## src/chrelay_pkg.sv

```systemverilog
`timescale 1ns / 1ps
`default_nettype none

package chrelay_pkg;

  localparam int CFG_IDX_W  = 4;
  localparam int CFG_DATA_W = 16;
  localparam int SCALE_W    = 14;
  localparam int VOLT_W     = 24;

  typedef logic [CFG_IDX_W-1:0] cfg_idx_t;

  localparam cfg_idx_t REG_SCALE      = cfg_idx_t'(0);
  localparam cfg_idx_t REG_OFFSET     = cfg_idx_t'(1);
  localparam cfg_idx_t REG_ALPHA      = cfg_idx_t'(2);
  localparam cfg_idx_t REG_DROP       = cfg_idx_t'(3);
  localparam cfg_idx_t REG_DISCONNECT = cfg_idx_t'(4);
  localparam cfg_idx_t REG_START_MIN  = cfg_idx_t'(5);
  localparam cfg_idx_t REG_START_MAX  = cfg_idx_t'(6);
  localparam cfg_idx_t REG_STOP       = cfg_idx_t'(7);

  localparam logic [SCALE_W-1:0]    RST_SCALE      = 14'd8183;
  localparam logic [CFG_DATA_W-1:0] RST_OFFSET     = 16'd10240;
  localparam logic [CFG_DATA_W-1:0] RST_ALPHA      = 16'd1966;
  localparam logic [CFG_DATA_W-1:0] RST_DROP       = 16'd2000;
  localparam logic [CFG_DATA_W-1:0] RST_DISCONNECT = 16'd6000;
  localparam logic [CFG_DATA_W-1:0] RST_START_MIN  = 16'd19000;
  localparam logic [CFG_DATA_W-1:0] RST_START_MAX  = 16'd27500;
  localparam logic [CFG_DATA_W-1:0] RST_STOP       = 16'd29500;

  localparam logic [VOLT_W-1:0] VOLT_MAX = {VOLT_W{1'b1}};

  typedef enum logic [2:0] {
    ST_IDLE,
    ST_CLAMP,
    ST_FILTER,
    ST_UPDATE,
    ST_RELAY
  } state_t;

  typedef struct packed {
    logic capture;
    logic clamp_en;
    logic filter_en;
    logic update_en;
    logic commit;
  } ctrl_cmd_t;

endpackage

`default_nettype wire

```

## src/chrelay_ctrl.sv

```systemverilog
`timescale 1ns / 1ps
`default_nettype none

module chrelay_ctrl (
  input  wire logic                  clk,
  input  wire logic                  rst,
  input  wire logic                  req_valid,
  output logic                       req_stall,
  input  wire logic                  req_type,
  output logic                       rsp_valid,
  input  wire logic                  rsp_stall,
  output chrelay_pkg::ctrl_cmd_t     cmd
);

  chrelay_pkg::state_t state;
  chrelay_pkg::state_t state_next;
  logic                rsp_valid_next;

  always_ff @(posedge clk) begin
    if (rst) begin
      state     <= chrelay_pkg::ST_IDLE;
      rsp_valid <= 1'b0;
    end else begin
      state     <= state_next;
      rsp_valid <= rsp_valid_next;
    end
  end

  always_comb begin
    state_next = state;
    cmd        = '0;
    req_stall  = 1'b1;
    case (state)
      chrelay_pkg::ST_IDLE: begin
        req_stall = 1'b0;
        if (req_valid) begin
          cmd.capture = 1'b1;
          state_next  = req_type ? chrelay_pkg::ST_RELAY : chrelay_pkg::ST_CLAMP;
        end
      end
      chrelay_pkg::ST_CLAMP: begin
        cmd.clamp_en = 1'b1;
        state_next   = chrelay_pkg::ST_FILTER;
      end
      chrelay_pkg::ST_FILTER: begin
        cmd.filter_en = 1'b1;
        state_next    = chrelay_pkg::ST_UPDATE;
      end
      chrelay_pkg::ST_UPDATE: begin
        cmd.update_en = 1'b1;
        state_next    = chrelay_pkg::ST_RELAY;
      end
      chrelay_pkg::ST_RELAY: begin
        // wait for the result register to free up
        if (!rsp_valid || !rsp_stall) begin
          cmd.commit = 1'b1;
          state_next = chrelay_pkg::ST_IDLE;
        end
      end
      default: begin
        state_next = chrelay_pkg::ST_IDLE;
      end
    endcase
  end

  always_comb begin
    if (cmd.commit) begin
      rsp_valid_next = 1'b1;
    end else if (rsp_valid && !rsp_stall) begin
      rsp_valid_next = 1'b0;
    end else begin
      rsp_valid_next = rsp_valid;
    end
  end

endmodule

`default_nettype wire

```

## src/chrelay_dp.sv

```systemverilog
`timescale 1ns / 1ps
`default_nettype none

module chrelay_dp #(
  parameter int ADC_BITS = 10
) (
  input  wire logic                                 clk,
  input  wire logic                                 rst,
  input  wire chrelay_pkg::ctrl_cmd_t               cmd,
  input  wire logic                                 req_type,
  input  wire logic [ADC_BITS-1:0]                  adc_sample,
  input  wire logic                                 command_on,
  input  wire logic                                 cfg_wr_en,
  input  wire chrelay_pkg::cfg_idx_t                cfg_index,
  input  wire logic [chrelay_pkg::CFG_DATA_W-1:0]   cfg_data,
  output logic                                      relay_on,
  output logic                                      relay_changed,
  output logic                                      disconnected,
  output logic [chrelay_pkg::VOLT_W-1:0]            filtered_mv_q8
);

  localparam int VW     = chrelay_pkg::VOLT_W;
  localparam int DW     = chrelay_pkg::CFG_DATA_W;
  localparam int PROD_W = ADC_BITS + chrelay_pkg::SCALE_W;
  localparam int SUM_W  = (PROD_W + 1 > VW + 1) ? PROD_W + 1 : VW + 1;
  localparam int DIFF_W = VW + 1;
  localparam int MUL_W  = DIFF_W + DW + 1;
  localparam int ACC_W  = MUL_W + 1;

  logic [chrelay_pkg::SCALE_W-1:0] scale_mv_q8;
  logic [DW-1:0] offset_mv_q8;
  logic [DW-1:0] alpha_q16;
  logic [DW-1:0] drop_mv;
  logic [DW-1:0] disconnect_mv;
  logic [DW-1:0] start_min_mv;
  logic [DW-1:0] start_max_mv;
  logic [DW-1:0] stop_mv;

  logic                     item_cmd;
  logic                     item_on;
  logic [PROD_W-1:0]        scaled;
  logic [VW-1:0]            vin;
  logic signed [MUL_W-1:0]  step;
  logic                     load;
  logic [VW-1:0]            smoothed;
  logic                     first_pending;
  logic                     relay_state;
  logic                     disconnect_flag;

  logic [SUM_W-1:0]         sum;
  logic [VW-1:0]            vin_next;
  logic signed [DIFF_W-1:0] diff;
  logic [DIFF_W-1:0]        drop_sum;
  logic signed [ACC_W-1:0]  acc;
  logic                     relay_next;
  logic                     flag_next;
  logic                     changed_next;

  always_ff @(posedge clk) begin
    if (rst) begin
      scale_mv_q8   <= chrelay_pkg::RST_SCALE;
      offset_mv_q8  <= chrelay_pkg::RST_OFFSET;
      alpha_q16     <= chrelay_pkg::RST_ALPHA;
      drop_mv       <= chrelay_pkg::RST_DROP;
      disconnect_mv <= chrelay_pkg::RST_DISCONNECT;
      start_min_mv  <= chrelay_pkg::RST_START_MIN;
      start_max_mv  <= chrelay_pkg::RST_START_MAX;
      stop_mv       <= chrelay_pkg::RST_STOP;
    end else if (cfg_wr_en) begin
      case (cfg_index)
        chrelay_pkg::REG_SCALE:      scale_mv_q8   <= cfg_data[chrelay_pkg::SCALE_W-1:0];
        chrelay_pkg::REG_OFFSET:     offset_mv_q8  <= cfg_data;
        chrelay_pkg::REG_ALPHA:      alpha_q16     <= cfg_data;
        chrelay_pkg::REG_DROP:       drop_mv       <= cfg_data;
        chrelay_pkg::REG_DISCONNECT: disconnect_mv <= cfg_data;
        chrelay_pkg::REG_START_MIN:  start_min_mv  <= cfg_data;
        chrelay_pkg::REG_START_MAX:  start_max_mv  <= cfg_data;
        chrelay_pkg::REG_STOP:       stop_mv       <= cfg_data;
        default: begin
        end
      endcase
    end
  end

  // raw * scale + offset, saturated
  always_comb begin
    sum = SUM_W'(scaled) + SUM_W'(offset_mv_q8);
    if (sum[SUM_W-1:VW] != '0) begin
      vin_next = chrelay_pkg::VOLT_MAX;
    end else begin
      vin_next = sum[VW-1:0];
    end
  end

  // s + alpha * (vin - s) is the same average as alpha*vin + (1 - alpha)*s
  assign diff     = $signed({1'b0, vin}) - $signed({1'b0, smoothed});
  assign drop_sum = {1'b0, vin} + DIFF_W'({drop_mv, 8'h00});
  assign acc      = $signed({{(ACC_W-VW-16){1'b0}}, smoothed, 16'h0000})
                    + ACC_W'(step) + ACC_W'(32768);

  always_ff @(posedge clk) begin
    if (cmd.capture) begin
      item_cmd <= req_type;
      item_on  <= command_on;
      scaled   <= PROD_W'(adc_sample) * PROD_W'(scale_mv_q8);
    end
    if (cmd.clamp_en) begin
      vin <= vin_next;
    end
    if (cmd.filter_en) begin
      step <= $signed({1'b0, alpha_q16}) * diff;
      load <= first_pending || (drop_sum < {1'b0, smoothed});
    end
  end

  always_ff @(posedge clk) begin
    if (rst) begin
      smoothed      <= '0;
      first_pending <= 1'b1;
    end else if (cmd.update_en) begin
      first_pending <= 1'b0;
      if (load) begin
        smoothed <= vin;
      end else begin
        smoothed <= acc[VW+15:16];
      end
    end
  end

  always_comb begin
    relay_next   = relay_state;
    flag_next    = disconnect_flag;
    changed_next = 1'b0;
    if (item_cmd) begin
      relay_next   = item_on;
      changed_next = relay_state != item_on;
    end else if (smoothed <= {disconnect_mv, 8'h00}) begin
      if (!disconnect_flag) begin
        flag_next    = 1'b1;
        relay_next   = 1'b0;
        changed_next = relay_state;
      end
    end else begin
      flag_next = 1'b0;
      if (relay_state) begin
        if (smoothed >= {stop_mv, 8'h00}) begin
          relay_next   = 1'b0;
          changed_next = 1'b1;
        end
      end else if (smoothed >= {start_min_mv, 8'h00} &&
                   smoothed <= {start_max_mv, 8'h00}) begin
        relay_next   = 1'b1;
        changed_next = 1'b1;
      end
    end
  end

  always_ff @(posedge clk) begin
    if (rst) begin
      relay_state     <= 1'b0;
      disconnect_flag <= 1'b0;
    end else if (cmd.commit) begin
      relay_state     <= relay_next;
      disconnect_flag <= flag_next;
    end
  end

  always_ff @(posedge clk) begin
    if (cmd.commit) begin
      relay_on       <= relay_next;
      relay_changed  <= changed_next;
      disconnected   <= flag_next;
      filtered_mv_q8 <= smoothed;
    end
  end

endmodule

`default_nettype wire

```

## src/charge_relay_controller.sv

```systemverilog
`timescale 1ns / 1ps
`default_nettype none

// Charge relay controller. Each request transaction carries either a converter
// sample (req_type 0) or a remote relay command (req_type 1) and yields exactly one
// response transaction with the relay level, a changed flag, the disconnect flag and
// the filtered voltage in millivolts with eight fractional bits. A sample's result is
// registered after the clamp, filter, update and relay states; a command goes from
// idle straight to the relay state. The controller walks one item at a time through
// scale, saturate, average multiply, filter update and relay decision; the relay
// decision waits while the previous result is still stalled. A new request is taken
// as soon as the previous item's result sits in the output register, even if that
// result is still stalled. Registers are written through cfg_wr_en, cfg_index and
// cfg_data; the user must do so only while idle, which the block itself does not
// enforce. Indexes above seven are ignored.
module charge_relay_controller #(
  parameter int ADC_BITS = 10
) (
  input  wire logic                                clk,
  input  wire logic                                rst,
  input  wire logic                                req_valid,
  output logic                                     req_stall,
  input  wire logic                                req_type,
  input  wire logic [ADC_BITS-1:0]                 adc_sample,
  input  wire logic                                command_on,
  output logic                                     rsp_valid,
  input  wire logic                                rsp_stall,
  output logic                                     relay_on,
  output logic                                     relay_changed,
  output logic                                     disconnected,
  output logic [chrelay_pkg::VOLT_W-1:0]           filtered_mv_q8,
  input  wire logic                                cfg_wr_en,
  input  wire chrelay_pkg::cfg_idx_t               cfg_index,
  input  wire logic [chrelay_pkg::CFG_DATA_W-1:0]  cfg_data
);

  chrelay_pkg::ctrl_cmd_t cmd;

  chrelay_ctrl u_ctrl (
    .clk       (clk),
    .rst       (rst),
    .req_valid (req_valid),
    .req_stall (req_stall),
    .req_type  (req_type),
    .rsp_valid (rsp_valid),
    .rsp_stall (rsp_stall),
    .cmd       (cmd)
  );

  chrelay_dp #(
    .ADC_BITS (ADC_BITS)
  ) u_dp (
    .clk            (clk),
    .rst            (rst),
    .cmd            (cmd),
    .req_type       (req_type),
    .adc_sample     (adc_sample),
    .command_on     (command_on),
    .cfg_wr_en      (cfg_wr_en),
    .cfg_index      (cfg_index),
    .cfg_data       (cfg_data),
    .relay_on       (relay_on),
    .relay_changed  (relay_changed),
    .disconnected   (disconnected),
    .filtered_mv_q8 (filtered_mv_q8)
  );

endmodule

`default_nettype wire

```

## config.mk

```make
export PLATFORM = sky130hd
export DESIGN_NAME = charge_relay_controller
export DESIGN_NICKNAME = d
export VERILOG_FILES = /design/src/chrelay_pkg.sv /design/src/chrelay_ctrl.sv /design/src/chrelay_dp.sv /design/src/charge_relay_controller.sv
export SDC_FILE = /design/constraint.sdc
export NUM_CORES = 2
export LEC_CHECK = 0
export BUFFER_PORTS_ARGS = -buffer_cell sky130_fd_sc_hd__buf_2
export CAP_MARGIN = 20
export CORE_MARGIN = 10
export CORE_UTILIZATION = 50
export DETAILED_ROUTE_END_ITERATION = 8
export HOLD_SLACK_MARGIN = 0.12
export PLACE_DENSITY = 0.7
export REMOVE_ABC_BUFFERS = 1
export SYNTH_ARGS = -nofsm -noshare
export SYNTH_HDL_FRONTEND = slang
export SYNTH_HIERARCHICAL = 1
export SYNTH_SLANG_ARGS = --single-unit
export TNS_END_PERCENT = 1
```

## constraint.sdc

```tcl
create_clock -name clk -period 13.5 [get_ports clk]
set_input_delay 1.35 -clock clk [delete_from_list [all_inputs] [get_ports clk]]
set_output_delay 1.35 -clock clk [all_outputs]
set_load 0.005 [all_outputs]
```

==> flow_summary.json <==
{
  "ant_nets": 0,
  "max_freq_ghz": 0.111,
  "die_width_um": 276,
  "synth-edff-count": 103,
  "cts_setup_buffers": 0,
  "netlist_instances": 3644,
  "synth_commonest_cells": "inv_1 (653), nand2_1 (570), fa_1 (475)",
  "grt_pass1_wl_um": 136000,
  "cp.buffers_inverters": 6,
  "clkSlewWorstSetupHoldPaths_ns": 0.06,
  "setup_viol": 0,
  "synth-seq-cells": 260,
  "path_depth": 33,
  "clk_latency_ns": 0.56,
  "fin_skew_ns": 0.0227,
  "crit_start": "u_dp/smoothed[9]$_SDFFE_PP0P_",
  "hold_class": "reg -> reg",
  "ys_seq_area_frac": 0.190,
  "hold_viol_final": 0,
  "tightest_slew_ns": 1.02,
  "holdBufCountCts": 0,
  "drt_first_pass_iters": 6,
  "grt_pass1_vias": 25234,
  "drtIter0Drc": 1740,
  "post_cts_resize_count": 0,
  "finalCritPeriodShare": 0.670,
  "min_period_ns": 9.05,
  "cp-start-kind": "register",
  "r2r_setup_slack_ns": 4.45,
  "setup_tns_ns": 0,
  "maxCapViolCount": 0,
  "nets": 4454,
  "numPortBuffers": 65,
  "status": "finished clean",
  "grt_max_degree": 60,
  "endpoint_kind": "register",
  "synth.cell_area_um2": 32800,
  "crit_end": "u_dp/step[39]$_DFFE_PP_",
  "r2r_end": "u_dp/step[39]$_DFFE_PP_",
  "wirelength_um": 83500,
  "gp_congestion": 0.908,
  "rsz0062_at_grt": "false",
  "synthTopCellsByArea": "fa_1 (29%), ha_1 (12%), dfxtp_1 (9.6%)",
  "avgViaCountPerCell": 5.45,
  "slowest_delay_ns": 0.58,
  "worstSetupPathType": "reg -> reg",
  "cts_tree": "yes",
  "avgRoutedWirePerCell_um": 18.5,
  "vias": 24573,
  "n_antenna_cell": 0,
  "ios": 66,
  "crit_fanout": 15,
  "cts_max_path_buffers": 3,
  "die_h_um": 276,
  "rows": 93,
  "drc": 0,
  "required_ns": 13.80,
  "drive_above_1_share": 0.0562,
  "synth_most_common_cell": "inv_1",
  "grt_usage": 0.217,
  "reg2regPathDepth": 33,
  "yosysUniqueCellTypes": 89,
  "synth_top_cell_by_area": "fa_1",
  "yosysTopAreaCellShare": 0.290,
  "slowest_stage": "a21oi_2",
  "r2r_start": "u_dp/smoothed[9]$_SDFFE_PP0P_",
  "die-area_um2": 76300,
  "syn_area_per_cell_um2": 9.01,
  "slew_headroom": 0.320,
  "critical_path_arrival_ns": 9.35,
  "yosys_warnings": 6,
  "grt_overflow_total": 0,
  "core_area_um2": 64700,
  "clock_sinks": 260,
  "critPathTopFamily": "adder cells",
  "dpl.hpwl_um": 64000,
  "async_reset_ff_frac": 0,
  "start_util": 0.507,
  "antenna_found_initial": 6,
  "ys.flop_type": "dfxtp_1",
  "numCtsBuffers": 29,
  "root_buffer": "clkbuf_16",
  "slew_violations": 0,
  "cts-htree-levels": 1,
  "area_growth_pct": 6.36
}
==> worst min-delay path: cells and delay by family, from the launching register on <==
family | cells | cell delay [ns]
compound gates | 1 | 0.05
simple gates | 1 | 0.05
flops | 1 | 0.31
==> area by class of cell <==
type,instances,area [µm²]
flip-flops and latches,260,6240
inverters,653,2450
clock buffers,44,843
multi-input cells,2574,23600
well taps,855,1070
fillers,5884,29800
repair buffers,110,673
clock inverters,9,51.3
==> metrics by stage <==
stage | cell area (µm²) | utilization | setup WS [ns] | cells | hold slack, ns
2_1_floorplan | 32200 | - | 5.50 | 3487 | 0.430
3_3_place_gp | 34000 | 0.526 | 4.56 | 4451 | 0.442
3_5_place_dp | 34000 | 0.526 | 4.50 | 4451 | 0.448
4_1_cts | 34900 | 0.539 | 4.47 | 4504 | 0.456
5_1_grt | 34900 | 0.540 | 3.91 | 4505 | 0.473
6_report | 34900 | 0.540 | 4.45 | 4505 | 0.456
==> layer usage <==
layer,global-route usage,wire [µm],up-vias,share of wire
li1,-,-,11498,-
met5,0,28,-,0.00034
met3,0.0257,4830,142,0.058
met4,0.0579,2080,6,0.025
met2,0.376,41200,719,0.49
met1,0.284,35400,12208,0.42
==> cells in the final DEF, fill, tap and decap left out, types with 6 or more instances in the layout <==
cell type and n:
o21ai_0 60, a211oi_1 11, nand2b_1 28, mux2i_1 18, clkbuf_1 10, nor2_1 109, clkbuf_16 30, a31oi_1 11
xor2_1 39, nor3_1 21, and3_1 24, fa_1 475, ha_1 314, a21o_1 57, inv_1 652, nand2_1 570
dfxtp_1 157, a21oi_1 166, xnor2_1 76, mux2_2 6, nand3_1 63, or3_1 6, o21ai_1 9, o21a_1 19
edfxtp_1 103, o211ai_1 57, xnor2_2 8, buf_2 64, o21bai_1 14, and2_1 223, nor2b_1 45, o31ai_1 14
a211o_1 6, buf_4 45, nand4_1 11
==> worst min path at each step <==
stage,from,end,depth (start not counted)
6_report,u_dp/start_min_mv[8]$_SDFFE_PP0P_,u_dp/start_min_mv[8]$_SDFFE_PP0P_,2
3_5_place_dp,u_dp/start_min_mv[8]$_SDFFE_PP0P_,u_dp/start_min_mv[8]$_SDFFE_PP0P_,2
5_1_grt,u_dp/start_min_mv[2]$_SDFFE_PP0P_,u_dp/start_min_mv[2]$_SDFFE_PP0P_,2
4_1_cts,u_dp/start_min_mv[8]$_SDFFE_PP0P_,u_dp/start_min_mv[8]$_SDFFE_PP0P_,2
2_1_floorplan,u_dp/disconnect_mv[11]$_SDFFE_PP0P_,u_dp/disconnect_mv[11]$_SDFFE_PP0P_,2
3_3_place_gp,u_dp/alpha_q16[13]$_SDFFE_PP0P_,u_dp/alpha_q16[13]$_SDFFE_PP0P_,2
==> cells by family after synthesis <==
kind of cell | Yosys count | share of synthesized area
buffers and inverters | 810 | 0.0944
XOR/XNOR | 123 | 0.0328
multiplexers | 24 | 0.00755
flip-flops | 260 | 0.190
AO/OA/AOI/OAI | 492 | 0.101
AND/OR/NAND/NOR | 1146 | 0.165
adder cells (fa/ha/maj) | 789 | 0.409
==> state kept, by name (all words and copies together) (netlist names), 3 cells and up <==
name / count
u_dp/vin: 24
u_dp/step: 25
u_dp/start_min_mv: 16
u_dp/scaled: 24
u_dp/smoothed: 24
u_dp/disconnect_mv: 16
u_dp/offset_mv_q8: 16
u_dp/scale_mv_q8: 14
u_dp/filtered_mv_q8: 24
u_dp/drop_mv: 16
u_dp/alpha_q16: 16
u_dp/start_max_mv: 16
u_dp/stop_mv: 16
u_ctrl/state: 3
Power is left out: the tool's default activity adds up to more than one toggle a clock period on the data nets, which glitch-free logic cannot reach.
